## src/rtl/tccc_pkg.sv

```systemverilog
// ----------------------------------------------------------------------------
// Text console cursor controller package
// Geometry constants, field types and control structs shared by the block.
// ----------------------------------------------------------------------------
`default_nettype none

package tccc_pkg;

    // Font cell geometry in pixels
    localparam int GLYPH_WIDTH  = 8;
    localparam int GLYPH_HEIGHT = 16;
    localparam int GAP_RIGHT    = 1;
    localparam int GAP_BOTTOM   = 2;

    localparam int CELL_W = GLYPH_WIDTH + GAP_RIGHT;
    localparam int LINE_H = GLYPH_HEIGHT + GAP_BOTTOM;

    localparam int COORD_W = 13;   // cursor and anchor coordinates
    localparam int PIX_W   = 12;   // screen size and output coordinates
    localparam int CALC_W  = 16;   // signed working width for position math

    // Cells per line: floor(width / CELL_W) by reciprocal multiply, exact
    // for every 12-bit width since the shift covers 12 + log2(CELL_W) bits.
    localparam int RECIP_SHIFT = 18;
    localparam int RECIP_MULT  = ((2 ** RECIP_SHIFT) + CELL_W - 1) / CELL_W;
    localparam int PROD_W      = 30;
    localparam int QUOT_W      = 10;

    localparam logic [PIX_W-1:0]  SW_RESET = 12'd1024;
    localparam logic [PIX_W-1:0]  SH_RESET = 12'd768;
    localparam logic [QUOT_W-1:0] Q_RESET  = QUOT_W'(1024 / CELL_W);

    localparam logic [7:0] NEWLINE_CODE = 8'd10;

    typedef enum logic [1:0] {
        CMD_PUT  = 2'd0,
        CMD_BACK = 2'd1,
        CMD_MARK = 2'd2
    } cmd_t;

    typedef enum logic [1:0] {
        OP_DRAW   = 2'd0,
        OP_ERASE  = 2'd1,
        OP_SCROLL = 2'd2
    } op_t;

    typedef enum logic {
        REG_SCREEN_WIDTH  = 1'b0,
        REG_SCREEN_HEIGHT = 1'b1
    } cfg_reg_t;

    typedef struct packed {
        cmd_t        cmd;
        logic [7:0]  char_code;
        logic        glyph_present;
        logic [31:0] text_color;
    } ev_word_t;

    typedef struct packed {
        op_t              op;
        logic [PIX_W-1:0] pixel_row;
        logic [PIX_W-1:0] pixel_col;
        logic [7:0]       glyph_code;
        logic [31:0]      draw_color;
        logic             last;
    } fb_word_t;

    // Screen settings as seen by the update logic
    typedef struct packed {
        logic [PIX_W-1:0] screen_width;
        logic [PIX_W-1:0] screen_height;
        logic [PIX_W-1:0] last_cell_col;
    } cfg_t;

    // Up to two words produced by one event
    typedef struct packed {
        logic     push0;
        logic     push1;
        fb_word_t w0;
        fb_word_t w1;
    } res_t;

endpackage

`default_nettype wire

```

## src/rtl/tccc_cfg.sv

```systemverilog
// ----------------------------------------------------------------------------
// Screen settings registers
// Holds width and height, and derives the column of the last whole cell.
// ----------------------------------------------------------------------------
`default_nettype none

module tccc_cfg (
    input  wire logic                      clk,
    input  wire logic                      rst_n,
    input  wire logic                      cfg_we,
    input  wire logic                      cfg_index,
    input  wire logic [tccc_pkg::PIX_W-1:0] cfg_data,
    output tccc_pkg::cfg_t                 cfg
);
    import tccc_pkg::*;

    logic [PIX_W-1:0]  sw_reg, sw_next;
    logic [PIX_W-1:0]  sh_reg, sh_next;
    logic [QUOT_W-1:0] cells_reg, cells_next;
    logic [PROD_W-1:0] recip_prod;
    logic [CALC_W-1:0] last_prod;

    // cells per line of the new width, taken with the write
    assign recip_prod = PROD_W'(cfg_data) * PROD_W'(RECIP_MULT);

    always_comb
    begin
        sw_next    = sw_reg;
        sh_next    = sh_reg;
        cells_next = cells_reg;
        if (cfg_we)
        begin
            unique case (cfg_reg_t'(cfg_index))
                REG_SCREEN_WIDTH:
                begin
                    sw_next    = cfg_data;
                    cells_next = recip_prod[RECIP_SHIFT +: QUOT_W];
                end
                REG_SCREEN_HEIGHT:
                begin
                    sh_next = cfg_data;
                end
            endcase
        end
    end

    always_ff @(posedge clk or negedge rst_n)
    begin
        if (!rst_n)
        begin
            sw_reg    <= SW_RESET;
            sh_reg    <= SH_RESET;
            cells_reg <= Q_RESET;
        end
        else
        begin
            sw_reg    <= sw_next;
            sh_reg    <= sh_next;
            cells_reg <= cells_next;
        end
    end

    assign last_prod = CALC_W'(cells_reg - QUOT_W'(1)) * CALC_W'(CELL_W);

    always_comb
    begin
        cfg.screen_width  = sw_reg;
        cfg.screen_height = sh_reg;
        // screen narrower than one cell: saturate to column zero
        cfg.last_cell_col = (cells_reg == '0) ? '0 : last_prod[PIX_W-1:0];
    end

endmodule

`default_nettype wire

```

## src/rtl/tccc_core.sv

```systemverilog
// ----------------------------------------------------------------------------
// Cursor update stage
// Registers one event, works out its commands and the new cursor and anchor.
// ----------------------------------------------------------------------------
`default_nettype none

module tccc_core (
    input  wire logic               clk,
    input  wire logic               rst_n,
    input  wire logic               ev_valid,
    output logic                    ev_stall,
    input  wire tccc_pkg::ev_word_t ev_data,
    input  wire tccc_pkg::cfg_t     cfg,
    input  wire logic               room,
    output tccc_pkg::res_t          res
);
    import tccc_pkg::*;

    localparam logic signed [CALC_W-1:0] CELL_S = CALC_W'(CELL_W);
    localparam logic signed [CALC_W-1:0] LINE_S = CALC_W'(LINE_H);

    logic                     in_valid_reg, in_valid_next;
    ev_word_t                 in_reg;
    logic                     accept;
    logic                     fire;

    logic [COORD_W-1:0]       cur_row_reg, cur_row_next;
    logic [COORD_W-1:0]       cur_col_reg, cur_col_next;
    logic [COORD_W-1:0]       anc_row_reg, anc_row_next;
    logic [COORD_W-1:0]       anc_col_reg, anc_col_next;

    logic signed [CALC_W-1:0] row0, col0, arow0, acol0;
    logic signed [CALC_W-1:0] sw_s, sh_s;
    logic signed [CALC_W-1:0] col_adv, col1, row1, row2, arow_up;
    logic signed [CALC_W-1:0] col_bk, row_bk_raw, row_bk, col_bk_fix;
    logic                     is_nl, draw, wrap, scroll, blocked, under;
    fb_word_t                 draw_w, scroll_w, erase_w;

    assign fire     = in_valid_reg && room;
    assign ev_stall = in_valid_reg && !fire;
    assign accept   = ev_valid && !ev_stall;

    always_comb
    begin
        in_valid_next = in_valid_reg;
        if (accept)
            in_valid_next = 1'b1;
        else if (fire)
            in_valid_next = 1'b0;
    end

    always_ff @(posedge clk or negedge rst_n)
    begin
        if (!rst_n)
            in_valid_reg <= 1'b0;
        else
            in_valid_reg <= in_valid_next;
    end

    always_ff @(posedge clk)
    begin
        if (accept)
            in_reg <= ev_data;
    end

    // position math on signed working copies
    always_comb
    begin
        row0  = $signed(CALC_W'(cur_row_reg));
        col0  = $signed(CALC_W'(cur_col_reg));
        arow0 = $signed(CALC_W'(anc_row_reg));
        acol0 = $signed(CALC_W'(anc_col_reg));
        sw_s  = $signed(CALC_W'(cfg.screen_width));
        sh_s  = $signed(CALC_W'(cfg.screen_height));

        // put character / newline
        is_nl   = (in_reg.char_code == NEWLINE_CODE);
        draw    = !is_nl && in_reg.glyph_present;
        col_adv = col0 + CELL_S;
        wrap    = is_nl || (col_adv >= sw_s);
        col1    = wrap ? '0 : col_adv;
        row1    = wrap ? row0 + LINE_S : row0;
        scroll  = (row1 + LINE_S) >= sh_s;
        row2    = scroll ? row1 - LINE_S : row1;
        arow_up = arow0 - LINE_S;

        // backspace
        col_bk     = col0 - CELL_S;
        blocked    = (acol0 > col_bk) && (arow0 >= row0);
        under      = col_bk < 0;
        row_bk_raw = row0 - LINE_S;
        if (!under)
            row_bk = row0;
        else if (row_bk_raw < 0)
            row_bk = '0;
        else
            row_bk = row_bk_raw;
        col_bk_fix = under ? $signed(CALC_W'(cfg.last_cell_col)) : col_bk;
    end

    always_comb
    begin
        draw_w.op         = OP_DRAW;
        draw_w.pixel_row  = row0[PIX_W-1:0];
        draw_w.pixel_col  = col0[PIX_W-1:0];
        draw_w.glyph_code = in_reg.char_code;
        draw_w.draw_color = in_reg.text_color;
        draw_w.last       = !scroll;

        scroll_w.op         = OP_SCROLL;
        scroll_w.pixel_row  = '0;
        scroll_w.pixel_col  = '0;
        scroll_w.glyph_code = '0;
        scroll_w.draw_color = '0;
        scroll_w.last       = 1'b1;

        erase_w.op         = OP_ERASE;
        erase_w.pixel_row  = row_bk[PIX_W-1:0];
        erase_w.pixel_col  = col_bk_fix[PIX_W-1:0];
        erase_w.glyph_code = '0;
        erase_w.draw_color = '0;
        erase_w.last       = 1'b1;
    end

    always_comb
    begin
        res.push0    = 1'b0;
        res.push1    = 1'b0;
        res.w0       = scroll_w;
        res.w1       = scroll_w;
        cur_row_next = cur_row_reg;
        cur_col_next = cur_col_reg;
        anc_row_next = anc_row_reg;
        anc_col_next = anc_col_reg;
        if (fire)
        begin
            unique case (in_reg.cmd)
                CMD_PUT:
                begin
                    cur_row_next = row2[COORD_W-1:0];
                    cur_col_next = col1[COORD_W-1:0];
                    if (scroll)
                    begin
                        // anchor leaving the top clears to the origin
                        if (arow_up < 0)
                        begin
                            anc_row_next = '0;
                            anc_col_next = '0;
                        end
                        else
                        begin
                            anc_row_next = arow_up[COORD_W-1:0];
                        end
                    end
                    if (draw)
                    begin
                        res.push0 = 1'b1;
                        res.w0    = draw_w;
                        res.push1 = scroll;
                    end
                    else
                    begin
                        res.push0 = scroll;
                    end
                end
                CMD_BACK:
                begin
                    if (!blocked)
                    begin
                        cur_row_next = row_bk[COORD_W-1:0];
                        cur_col_next = col_bk_fix[COORD_W-1:0];
                        res.push0    = 1'b1;
                        res.w0       = erase_w;
                    end
                end
                CMD_MARK:
                begin
                    anc_row_next = cur_row_reg;
                    anc_col_next = cur_col_reg;
                end
                default:
                begin
                    // unused code: drop
                end
            endcase
        end
    end

    always_ff @(posedge clk or negedge rst_n)
    begin
        if (!rst_n)
        begin
            cur_row_reg <= '0;
            cur_col_reg <= '0;
            anc_row_reg <= '0;
            anc_col_reg <= '0;
        end
        else
        begin
            cur_row_reg <= cur_row_next;
            cur_col_reg <= cur_col_next;
            anc_row_reg <= anc_row_next;
            anc_col_reg <= anc_col_next;
        end
    end

endmodule

`default_nettype wire

```

## src/rtl/tccc_outq.sv

```systemverilog
// ----------------------------------------------------------------------------
// Command output buffer
// Output register plus one pending slot for the second word of an event.
// ----------------------------------------------------------------------------
`default_nettype none

module tccc_outq (
    input  wire logic           clk,
    input  wire logic           rst_n,
    input  wire tccc_pkg::res_t res,
    output logic                room,
    output logic                fb_valid,
    input  wire logic           fb_stall,
    output tccc_pkg::fb_word_t  fb_data
);
    import tccc_pkg::*;

    logic     out_valid_reg, out_valid_next;
    fb_word_t out_reg, out_next;
    logic     pend_valid_reg, pend_valid_next;
    fb_word_t pend_reg, pend_next;
    logic     taken;

    assign taken = out_valid_reg && !fb_stall;
    assign room  = !pend_valid_reg && (!out_valid_reg || !fb_stall);

    always_comb
    begin
        out_valid_next  = out_valid_reg;
        out_next        = out_reg;
        pend_valid_next = pend_valid_reg;
        pend_next       = pend_reg;
        if (res.push0)
        begin
            out_valid_next  = 1'b1;
            out_next        = res.w0;
            pend_valid_next = res.push1;
            pend_next       = res.w1;
        end
        else if (taken || !out_valid_reg)
        begin
            // advance the pending word
            out_valid_next  = pend_valid_reg;
            out_next        = pend_reg;
            pend_valid_next = 1'b0;
        end
    end

    always_ff @(posedge clk or negedge rst_n)
    begin
        if (!rst_n)
        begin
            out_valid_reg  <= 1'b0;
            pend_valid_reg <= 1'b0;
        end
        else
        begin
            out_valid_reg  <= out_valid_next;
            pend_valid_reg <= pend_valid_next;
        end
    end

    always_ff @(posedge clk)
    begin
        out_reg  <= out_next;
        pend_reg <= pend_next;
    end

    assign fb_valid = out_valid_reg;
    assign fb_data  = out_reg;

    a_pend_behind_out: assert property (@(posedge clk) disable iff (!rst_n)
        pend_valid_reg |-> out_valid_reg)
        else $error("pending word without an output word");

    a_pend_closes: assert property (@(posedge clk) disable iff (!rst_n)
        pend_valid_reg |-> pend_reg.last)
        else $error("pending word does not close its event");

    a_pair_order: assert property (@(posedge clk) disable iff (!rst_n)
        res.push1 |-> (res.push0 && !res.w0.last && room))
        else $error("second word pushed out of order or without room");

    a_push_room: assert property (@(posedge clk) disable iff (!rst_n)
        res.push0 |-> room)
        else $error("word pushed while buffer full");

endmodule

`default_nettype wire

```

## src/rtl/text_console_cursor_controller_unit.sv

```systemverilog
// ----------------------------------------------------------------------------
// Text console cursor controller
// Tracks a pixel cursor and input anchor and issues draw, erase and scroll
// commands to a framebuffer engine.
// ----------------------------------------------------------------------------
//
//   channel   direction  handshake             payload
//   ev        in         ev_valid / ev_stall   ev_data   (tccc_pkg::ev_word_t)
//   fb        out        fb_valid / fb_stall   fb_data   (tccc_pkg::fb_word_t)
//   cfg       in         cfg_we                cfg_index, cfg_data
//
// An event is held in the input register and its first command is registered
// in the output register once the buffer has room. One event per cycle is
// taken when it yields at most one command and fb does not stall; an event
// yielding a draw and a scroll holds the update stage while the pending slot
// drains. Reset clears cursor and anchor to the origin and loads a 1024 x 768
// screen. A stalled fb channel holds its word; ev stalls while the input
// register holds an event that the output buffer cannot take yet.
// ----------------------------------------------------------------------------
`default_nettype none

module text_console_cursor_controller_unit (
    input  wire logic                       clk,
    input  wire logic                       rst_n,
    input  wire logic                       ev_valid,
    output logic                            ev_stall,
    input  wire tccc_pkg::ev_word_t         ev_data,
    output logic                            fb_valid,
    input  wire logic                       fb_stall,
    output tccc_pkg::fb_word_t              fb_data,
    input  wire logic                       cfg_we,
    input  wire logic                       cfg_index,
    input  wire logic [tccc_pkg::PIX_W-1:0] cfg_data
);
    import tccc_pkg::*;

    cfg_t cfg;
    res_t res;
    logic room;

    tccc_cfg u_cfg (
        .clk       (clk),
        .rst_n     (rst_n),
        .cfg_we    (cfg_we),
        .cfg_index (cfg_index),
        .cfg_data  (cfg_data),
        .cfg       (cfg)
    );

    tccc_core u_core (
        .clk      (clk),
        .rst_n    (rst_n),
        .ev_valid (ev_valid),
        .ev_stall (ev_stall),
        .ev_data  (ev_data),
        .cfg      (cfg),
        .room     (room),
        .res      (res)
    );

    tccc_outq u_outq (
        .clk      (clk),
        .rst_n    (rst_n),
        .res      (res),
        .room     (room),
        .fb_valid (fb_valid),
        .fb_stall (fb_stall),
        .fb_data  (fb_data)
    );

endmodule

`default_nettype wire

```

## config.mk

```make
export PLATFORM = sky130hd
export DESIGN_NAME = text_console_cursor_controller_unit
export DESIGN_NICKNAME = d
export VERILOG_FILES = /design/src/rtl/tccc_pkg.sv /design/src/rtl/tccc_cfg.sv /design/src/rtl/tccc_core.sv /design/src/rtl/tccc_outq.sv /design/src/rtl/text_console_cursor_controller_unit.sv
export SDC_FILE = /design/constraint.sdc
export NUM_CORES = 1
export LEC_CHECK = 0
export BUFFER_PORTS_ARGS = -buffer_cell sky130_fd_sc_hd__buf_2
export CAP_MARGIN = 20
export CORE_MARGIN = 2
export CORE_UTILIZATION = 60
export CTS_CLUSTER_DIAMETER = 200
export CTS_CLUSTER_SIZE = 28
export DETAILED_ROUTE_END_ITERATION = 8
export HOLD_SLACK_MARGIN = 0.1
export PLACE_DENSITY = 0.89
export SETUP_SLACK_MARGIN = 0.05
export SYNTH_ARGS = -nofsm -noshare
export SYNTH_HDL_FRONTEND = slang
export SYNTH_HIERARCHICAL = 1
export SYNTH_SLANG_ARGS = --single-unit
```

## constraint.sdc

```tcl
create_clock -name clk -period 25.3 [get_ports clk]
set_input_delay 1.265 -clock clk [delete_from_list [all_inputs] [get_ports clk]]
set_output_delay 1.265 -clock clk [all_outputs]
set_load 0.01 [all_outputs]
```

==> Word level (Yosys, flattened, before mapping) <==
Cells that the tools add are included.
{ "totals": {"reg_bits": 198, "out_inout_bits": 69, "wordCells": 108} }
{ "classes": {"n_addsub": 8, "n_eq_ne": 7, "magnitude_cmp": 7, "n_reduce_logical": 29, "mul": 2, "n_mux": 33, "n_bitwise": 1} }
{ "op_table": {"columns": ["operator", "n"], "rows": [
  ["$mux W67", 3],
  ["$mux W13", 11],
  ["$pmux W67 S2", 1],
  ["$pmux W13 S2", 4],
  ["$mux W69", 1],
  ["$mux W68", 1],
  ["$lt A14 B1 Y1 const B", 3],
  ["$sub A13 B5 Y14 const B", 2],
  ["$mul A12 B12 Y24 const B", 1],
  ["$add A16 B6 Y16 const B", 1],
  ["$ge A16 B13 Y1", 1],
  ["$mul A16 B4 Y12 const B", 1],
  ["$add A13 B4 Y14 const B", 1],
  ["$add A13 B5 Y14 const B", 1],
  ["$ge A14 B12 Y1", 1],
  ["$gt A14 B14 Y1", 1],
  ["$mux W14", 1],
  ["$sub A13 B4 Y14 const B", 1],
  ["$ge A13 B13 Y1", 1],
  ["$sub A13 B6 Y13 const B", 1],
  ["$mux W12", 1],
  ["$logic_not A10 Y1", 1],
  ["$sub A9 B1 Y10 const B", 1],
  ["$mux W1", 9],
  ["other kinds (15)", 37]
]} }

==> Logic depth before layout (Yosys ltp) <==
Gate-level depths: netlist of run 1.
{ "depth": {"word_depth": 11, "ltp_mapped": 34, "ltp_nobuf": 31} }

==> Cells and area by module <==
The synthesis of run 1 kept the hierarchy.
{ "modules_own_cells": {"columns": ["module", "instances", "cells_each", "seq_area_each_um2", "area_each_um2"], "rows": [
  ["tccc_core", 1, 952, 2617.5, 8023.9],
  ["tccc_outq", 1, 217, 4073.9, 5251.3],
  ["tccc_cfg", 1, 443, 834.6, 4149.0]
]} }

==> Least setup slack after synthesis of run 1 <==
No wires, ideal clock.
{ "synth_path": {"kind": "reg2reg", "from": "reg u_core.cur_col_reg[0]", "to": "reg u_outq.out_reg (netlist bit u_outq/fb_data[0]) (enable)", "stages_incl_launch_ff": 34, "setup_slack_ns": 12.196, "arrival_time_ns": 12.665, "required_time_ns": 24.862, "setup_time_ns": 0.438, "synth_period_minus_slack_ns": 13.104, "path_cell_list": "dfrtp_1 -> ha_1 -> a21oi_2 -> nor2_1 -> and3_1 -> and3_1 -> xor2_1 -> ha_1 -> o21ai_0 -> nor2_1 -> nor3_1 -> and4_1 -> buf_4 -> buf_2 -> xnor2_1 -> inv_1 -> ha_1 -> inv_1 -> o21a_1 -> or3_1 -> nor3_1 -> xnor2_1 -> ha_1 -> and3_1 -> o2111ai_1 -> nor2_1 -> nor4_1 -> and4_1 -> or2_1 -> buf_2 -> o21ai_0 -> buf_6 -> buf_6 -> nand3b_1"} }
{ "synth_rtl": {"columns": ["item", "line_no", "source"], "rows": [
  ["start: declaration", "tccc_core.sv:28", "logic [COORD_W-1:0] cur_col_reg, cur_col_next;"],
  ["start signal: assignment", "tccc_core.sv:201", "cur_col_reg <= cur_col_next;"],
  ["end signal: assignment", "tccc_outq.sv:65", "out_reg <= out_next;"],
  ["end: declaration", "tccc_outq.sv:19", "fb_word_t out_reg, out_next;"]
]} }

==> results of run 1 <==
[metal layers]
| layer | track usage | vias to the layer above | part of all wire |
|---|---|---|---|
| met4 | 0.0980 | 0 | 0.040 |
| met5 | 0 | - | 0 |
| li1 | - | 5765 | - |
| met1 | 0.360 | 6107 | 0.39 |
| met2 | 0.461 | 621 | 0.49 |
| met3 | 0.0394 | 129 | 0.080 |
[logic make-up (layout without fill, tap and decap cells)]
kind of cell | after synthesis | after routing | share of synthesized area
xor+xnor | 69 | 69 | 0.0347
fa+ha+maj | 174 | 174 | 0.137
other cells | 2 | 69 | 0.000431
flops | 265 | 265 | 0.432
buf+inv | 264 | 291 | 0.0801
compound gates | 323 | 323 | 0.127
simple gates | 439 | 439 | 0.126
mux | 76 | 76 | 0.0629
[critical path: cells and delay by family, from the launching register on]
family          cells  cell delay [ps]
flops               1              510
mux                 1              360
compound gates      6             1130
simple gates       14             3740
buf+inv             4             1910
xor+xnor            2              260
fa+ha+maj           4             1080
[area by class of cell]
type	instances	area, um^2	share of cell area
inverters	128	480	0.0261
well taps	384	480	0.0261
clock buffers	20	352	0.0191
clock inverters	1	16.3	0.000885
diodes	2	5.00	0.000272
repair buffers	142	758	0.0412
multi-input cells	1148	8770	0.477
flip-flops and latches	265	7530	0.409
[power breakdown]
group	internal [uW]	total, uW	switching (uW)
clock network	99.3	235	135
logic	535	1340	801
registers	636	750	114
[cells in the final DEF (no fill, tap or decap), types with 40 or more instances in the layout]
cell | synthesis | final
edfxtp_1 | 177 | 177
ha_1 | 145 | 145
nand2_1 | 135 | 135
buf_2 | 14 | 128
inv_1 | 126 | 126
nor2_1 | 99 | 99
dfrtp_1 | 81 | 81
o21ai_0 | 79 | 78
a21oi_1 | 74 | 74
conb_1 | 2 | 67
mux2_4 | 66 | 66
and2_1 | 46 | 45
xnor2_1 | 40 | 40
[path summary, 6_finish.rpt]
check / startpoint / end / slack, ps
min reg2reg: u_cfg/sw_reg[3]$_DFFE_PN0P_ / u_cfg/sw_reg[3]$_DFFE_PN0P_ / 490
max: u_core/cur_col_reg[0]$_DFFE_PN0P_ / u_outq/fb_data[36]$_DFFE_PP_ / 15970
min: u_cfg/sw_reg[3]$_DFFE_PN0P_ / u_cfg/sw_reg[3]$_DFFE_PN0P_ / 490
max in group asynchronous: rst_n / u_outq/pend_valid_reg$_DFFE_PN0P_ / 23420
min in group asynchronous: rst_n / u_core/anc_row_reg[8]$_DFFE_PN0P_ / 610
max reg2reg: u_core/cur_col_reg[0]$_DFFE_PN0P_ / u_outq/fb_data[36]$_DFFE_PP_ / 15970
[per-stage QoR]
| stage | utilization | std cells | total power, uW |
|---|---|---|---|
| after global routing | 0.642 | 2090 | 2470 |
| after detailed placement | 0.629 | 2066 | 2060 |
| after global placement | 0.629 | 2066 | 1990 |
| final | 0.642 | 2090 | 2320 |
| after floorplan | - | 1677 | 1710 |
| after CTS | 0.641 | 2087 | 2290 |
[Yosys cell counts (all sizes together), types with 5 or more instances]
cell | instances | area (um^2)
nand2 | 135 | 507
a22o | 14 | 123
nand3 | 31 | 168
a32oi | 5 | 43.8
o221ai | 5 | 43.8
ha | 145 | 1810
o21ai | 91 | 459
dfrtp | 81 | 2030
nor4 | 14 | 115
fa | 29 | 581
a22oi | 17 | 128
nand2b | 21 | 131
mux2 | 70 | 1040
and2 | 46 | 288
a21o | 20 | 150
and3 | 9 | 56.3
clkbuf | 38 | 143
edfxtp | 177 | 5320
nand4 | 13 | 106
dfstp | 7 | 184
nor3 | 32 | 160
buf | 98 | 772
a31oi | 14 | 103
mux2i | 6 | 60.1
or2 | 5 | 31.3
xor2 | 29 | 254
nor2 | 99 | 372
a21oi | 80 | 423
o21a | 11 | 82.6
o211ai | 8 | 73.8
or3 | 5 | 41.3
o31ai | 5 | 42.5
xnor2 | 40 | 350
inv | 126 | 473
a211oi | 12 | 90.1
nor2b | 11 | 68.8
==> impl_results.md, run 1 <==
- Result of the run: finished, final reports clean
- Largest stage delay on the critical path: 900 ps
- Worst skew pair latency: 490 ps
- First-pass GRT wire length: 66.4 mm
- Tightest Pin Transition: 1060 ps
- Ports: 130
- First drt pass iteration count: 5
- CTS tree: built
- Power per Cell Area: 126 nW/um^2
- Unrepaired setup endpoints after global routing: no
- Setup ws final: 15,970 ps
- Final wirelength: 41.8 mm
- Placer Congestion: 0.991
- Die area: 30,400 um^2
- P&R area growth vs syn: 5.51%
- CTS buffer count: 13
- Dpl cell area: 18,000 um^2
- Largest net degree at the start of global routing: 74
- Reg clk slew, reported paths: 110 ps
- Worst vdd ir: 0.112 mV
- Worst hold path type: register to register
- Number of DRC markers in iteration 0: 1,503
- Final Setup Violations: 0
- Core box area: 28,600 um^2
- Vias in the first global route: 12,600
- Sink Count: 265
- H-tree depth: 1
- Synth cell types: 89
- Yosys reg bits: 265
- Vias per cell: 6.04
- WP data arrival: 9570 ps
- Final instance area: 18,400 um^2
- Leakage: 0.00809 uW
- Slew margin rel.: 0.290
- Final Hold Vio Count: 0
- Final nets: 1,933
- Hold path depth: 2
- Sequential fraction of the synthesis area: 0.432
- Primary FF master, synth: edfxtp_1
- Row count: 62
- Drt wl/cell: 20.0 um
- Hold_buf cts: 0
- Avg Synthesized Cell Area: 10.8 um^2
- Final setup TNS: 0 ps
- Number of synthesized flops with an enable pin: 177
- DRC Markers: 0
- Maximum Capacitance Violations: 0
- Layout cells sized above 1: 0.160
- GRT Residual Overflow: 0
- Slowest CP cell: buf_4
- CTS max path bufs: 3
- Fmax: 107 MHz
- Post-place setup slack: 16,170 ps
- Die X: 174 um
- Min Tclk post-route: 9330 ps
- CP Launch Type: register
- Initial antenna violation count: 2
- Hold WS: 490 ps
- Worst path required time: 25,540 ps
- Clk Tree Root Cell: clkbuf_16
- Crit Path Class: register to register
- Async S/R FF share, synth: 0.332
- Syn Inst Count: 1,612
- # fillers: 2,135
- Post-CTS sizing: 0
- Synth Warn #: 6
- Post-CTS Setup Repair Bufs: 0
- Crit path max fanout: 73
- Final Cycle Share: 0.369
- DR vias: 12,600
- Path depth of the worst reg2reg path: 31
- Height of the die: 174 um
- Initial Utilization: 0.609
- Post-Synthesis Cell Area: 17,400 um^2
- Final slew viol count: 0
- Post-DP HPWL: 31.5 mm
- # port buffers: 129
- Post-Route Skew: 26.2 ps
- ANT nets after route: 0
- Crit. End Element: register
- Overall routing resource usage: 0.273
Power figures use the tool's default switching activity.
==> run 2: changes to the inputs <==
==> constraint.sdc (replaced) <==
create_clock -name clk -period 8.7 [get_ports clk]
set_input_delay 0.435 -clock clk [delete_from_list [all_inputs] [get_ports clk]]
set_output_delay 0.435 -clock clk [all_outputs]
set_load 0.01 [all_outputs]
==> run 2 against run 1 <==
  * Cell area grew 0.83%
  * Maximum frequency up 18%
  * Total power rose to 2.9 times the previous value
  * First-iteration DRC count down 11%
  * Global-route usage is 0.60 points lower
  * Critical path type unchanged
  * Highest routed layer unchanged
==> impl_results.md, run 2 (synthesis results as in run 1) <==
- Post-CTS Setup Repair Bufs: 0 (unchanged)
- Final nets: 1,940 (was 1,933)
- Post-Route Skew: 34.0 ps (was 26.2 ps)
- Crit. End Element: register (unchanged)
- Worst path required time: 8810 ps (was 25,540 ps)
- Power per Cell Area: 364 nW/um^2 (was 126 nW/um^2)
- Dpl cells: 2,070 (was 2,066)
- Layout cells sized above 1: 0.168 (was 0.160)
- Final slew viol count: 0 (unchanged)
- Crit path max fanout: 67 (was 73)
- Unrepaired setup endpoints after global routing: no (unchanged)
- Int Power: 3710 uW (was 1270 uW)
- Crit Path Class: register to register (unchanged)
- CTS max path bufs: 3 (unchanged)
- Final setup TNS: 0 ps (unchanged)
- Fmax: 126 MHz (was 107 MHz)
- Net Sw Power: 3040 uW (was 1050 uW)
- P&R area growth vs syn: 6.39% (was 5.51%)
- Result of the run: finished, final reports clean (unchanged)
- Power share of the combinational group: 0.576 (about the same)
- # port buffers: 129 (unchanged)
- GRT Residual Overflow: 0 (unchanged)
- Ant. Diodes: 0 (was 2)
- Sink Count: 265 (unchanged)
- Final wirelength: 40.7 mm (was 41.8 mm)
- Setup ws final: 761 ps (was 15,970 ps)
- DRC Markers: 0 (unchanged)
- Number of DRC markers in iteration 0: 1,333 (was 1,503)
- Cell repeated most along the worst path: nor2_1
- Seq pwr share: 0.323 (about the same)
- Sw frac: 0.450 (was 0.453)
- Worst skew pair latency: 500 ps (was 490 ps)
- First drt pass iteration count: 5 (unchanged)
- Tightest Pin Transition: 1030 ps (was 1060 ps)
- Largest net degree at the start of global routing: 77 (was 74)
- Final Cycle Share: 0.913 (was 0.369)
- Slew margin rel.: 0.310 (was 0.290)
- CTS buffer count: 13 (unchanged)
- Ports: 130 (unchanged)
- Commonest non-fill, non-tap cell in the layout: edfxtp_1 (unchanged)
- Initial antenna violation count: 0 (was 2)
- Final Setup Violations: 0 (unchanged)
- ANT nets after route: 0 (unchanged)
- Die area: 30,400 um^2 (unchanged)
- Post-place setup slack: 939 ps (was 16,170 ps)
- Commonest cells after routing, fill and taps aside: edfxtp_1, ha_1, nand2_1 (unchanged)
- Post-DP HPWL: 30.7 mm (was 31.5 mm)
- CP Launch Type: register (unchanged)
- Hold_buf cts: 2 (was 0)
- Slowest CP cell: buf_4 (unchanged)
- Maximum Capacitance Violations: 0 (unchanged)
- Leakage: 0.00815 uW (was 0.00809 uW)
- Worst hold path type: input pin to register (was register to register)
- Overall routing resource usage: 0.267 (was 0.273)
- WP data arrival: 8050 ps (was 9570 ps)
- Core box area: 28,600 um^2 (unchanged)
- Die X: 174 um (unchanged)
- Clk Tree Root Cell: clkbuf_16 (unchanged)
- Drt wl/cell: 19.4 um (was 20.0 um)
- Final cell count without fillers: 2,095 (was 2,090)
- First-pass GRT wire length: 65.1 mm (was 66.4 mm)
- Vias per cell: 5.94 (was 6.04)
- Vias in the first global route: 12,300 (was 12,600)
- Post-CTS sizing: 0 (unchanged)
- Worst vdd ir: 0.373 mV (was 0.112 mV)
- DR vias: 12,400 (was 12,600)
- H-tree depth: 1 (unchanged)
- CTS tree: built (unchanged)
- Min Tclk post-route: 7940 ps (was 9330 ps)
- Row count: 62 (unchanged)
- Final Hold Vio Count: 0 (unchanged)
- Largest stage delay on the critical path: 700 ps (was 900 ps)
- Placer Congestion: 0.940 (was 0.991)
- Initial Utilization: 0.609 (unchanged)
- Clock Power Share: 0.101 (about the same)
- Height of the die: 174 um (unchanged)
- Reg clk slew, reported paths: 110 ps (about the same)
[run 2: critical path, delay by kind of cell (launching register included)]
kind                       cells  cell delay (ps)
DFF                            1              590
xor gates and xnor gates       2              330
and+or+nand+nor               16             3620
adders and majority gates      3              780
buffers and inverters          3              880
AOI/OAI and AO/OA              5             1330
[run 2: final timing paths]
check	startpoint	to	slack [ps]	depth (start not counted)
worst max-delay path	u_core/cur_col_reg[2]$_DFFE_PN0P_	u_outq/fb_data[17]$_DFFE_PP_	760	29
worst min register to register	u_cfg/sh_reg[1]$_DFFE_PN0P_	u_cfg/sh_reg[1]$_DFFE_PN0P_	490	2
max in group asynchronous	rst_n	u_core/in_valid_reg$_DFFE_PN0P_	7540	4
min in group asynchronous	rst_n	u_cfg/cells_reg[1]$_DFFE_PN0P_	320	2
worst min-delay path	ev_data[35]	u_core/draw_w[35]$_DFFE_PP_	110	1
worst max register to register	u_core/cur_col_reg[2]$_DFFE_PN0P_	u_outq/fb_data[17]$_DFFE_PP_	760	29
[run 2: power groups by stage]
stage	logic (uW)	registers, uW	clock network (uW)
finish	3890	2180	679
global placement	3680	2180	0
floorplan	2860	2130	0
CTS	3840	2170	692
detailed placement	3820	2200	0
global route	4270	2220	731
[run 2: routing by layer]
layer,up-vias,routed length [um],GRT usage
li1,5771,-,-
met1,6060,16800,0.365
met2,532,19900,0.451
met3,78,2830,0.0315
met4,0,1190,0.0777
met5,-,0,0
[run 2: per-stage QoR]
step | hold slack, ps | total power (uW) | utilization | area, um^2
2_1_floorplan | 139 | 4990 | - | 17800
3_3_place_gp | 290 | 5860 | 0.632 | 18100
3_5_place_dp | 295 | 6010 | 0.632 | 18100
4_1_cts | 102 | 6700 | 0.646 | 18500
5_1_grt | 103 | 7230 | 0.648 | 18500
6_report | 113 | 6750 | 0.648 | 18500
[run 2: final cells by class]
class | instances | area, um^2
clock buffers | 20 | 352
clock inverters | 1 | 16.3
fillers | 2098 | 10100
inverters | 128 | 480
multi-input cells | 1148 | 8820
flip-flops and latches | 265 | 7530
well taps | 384 | 480
repair buffers | 149 | 861
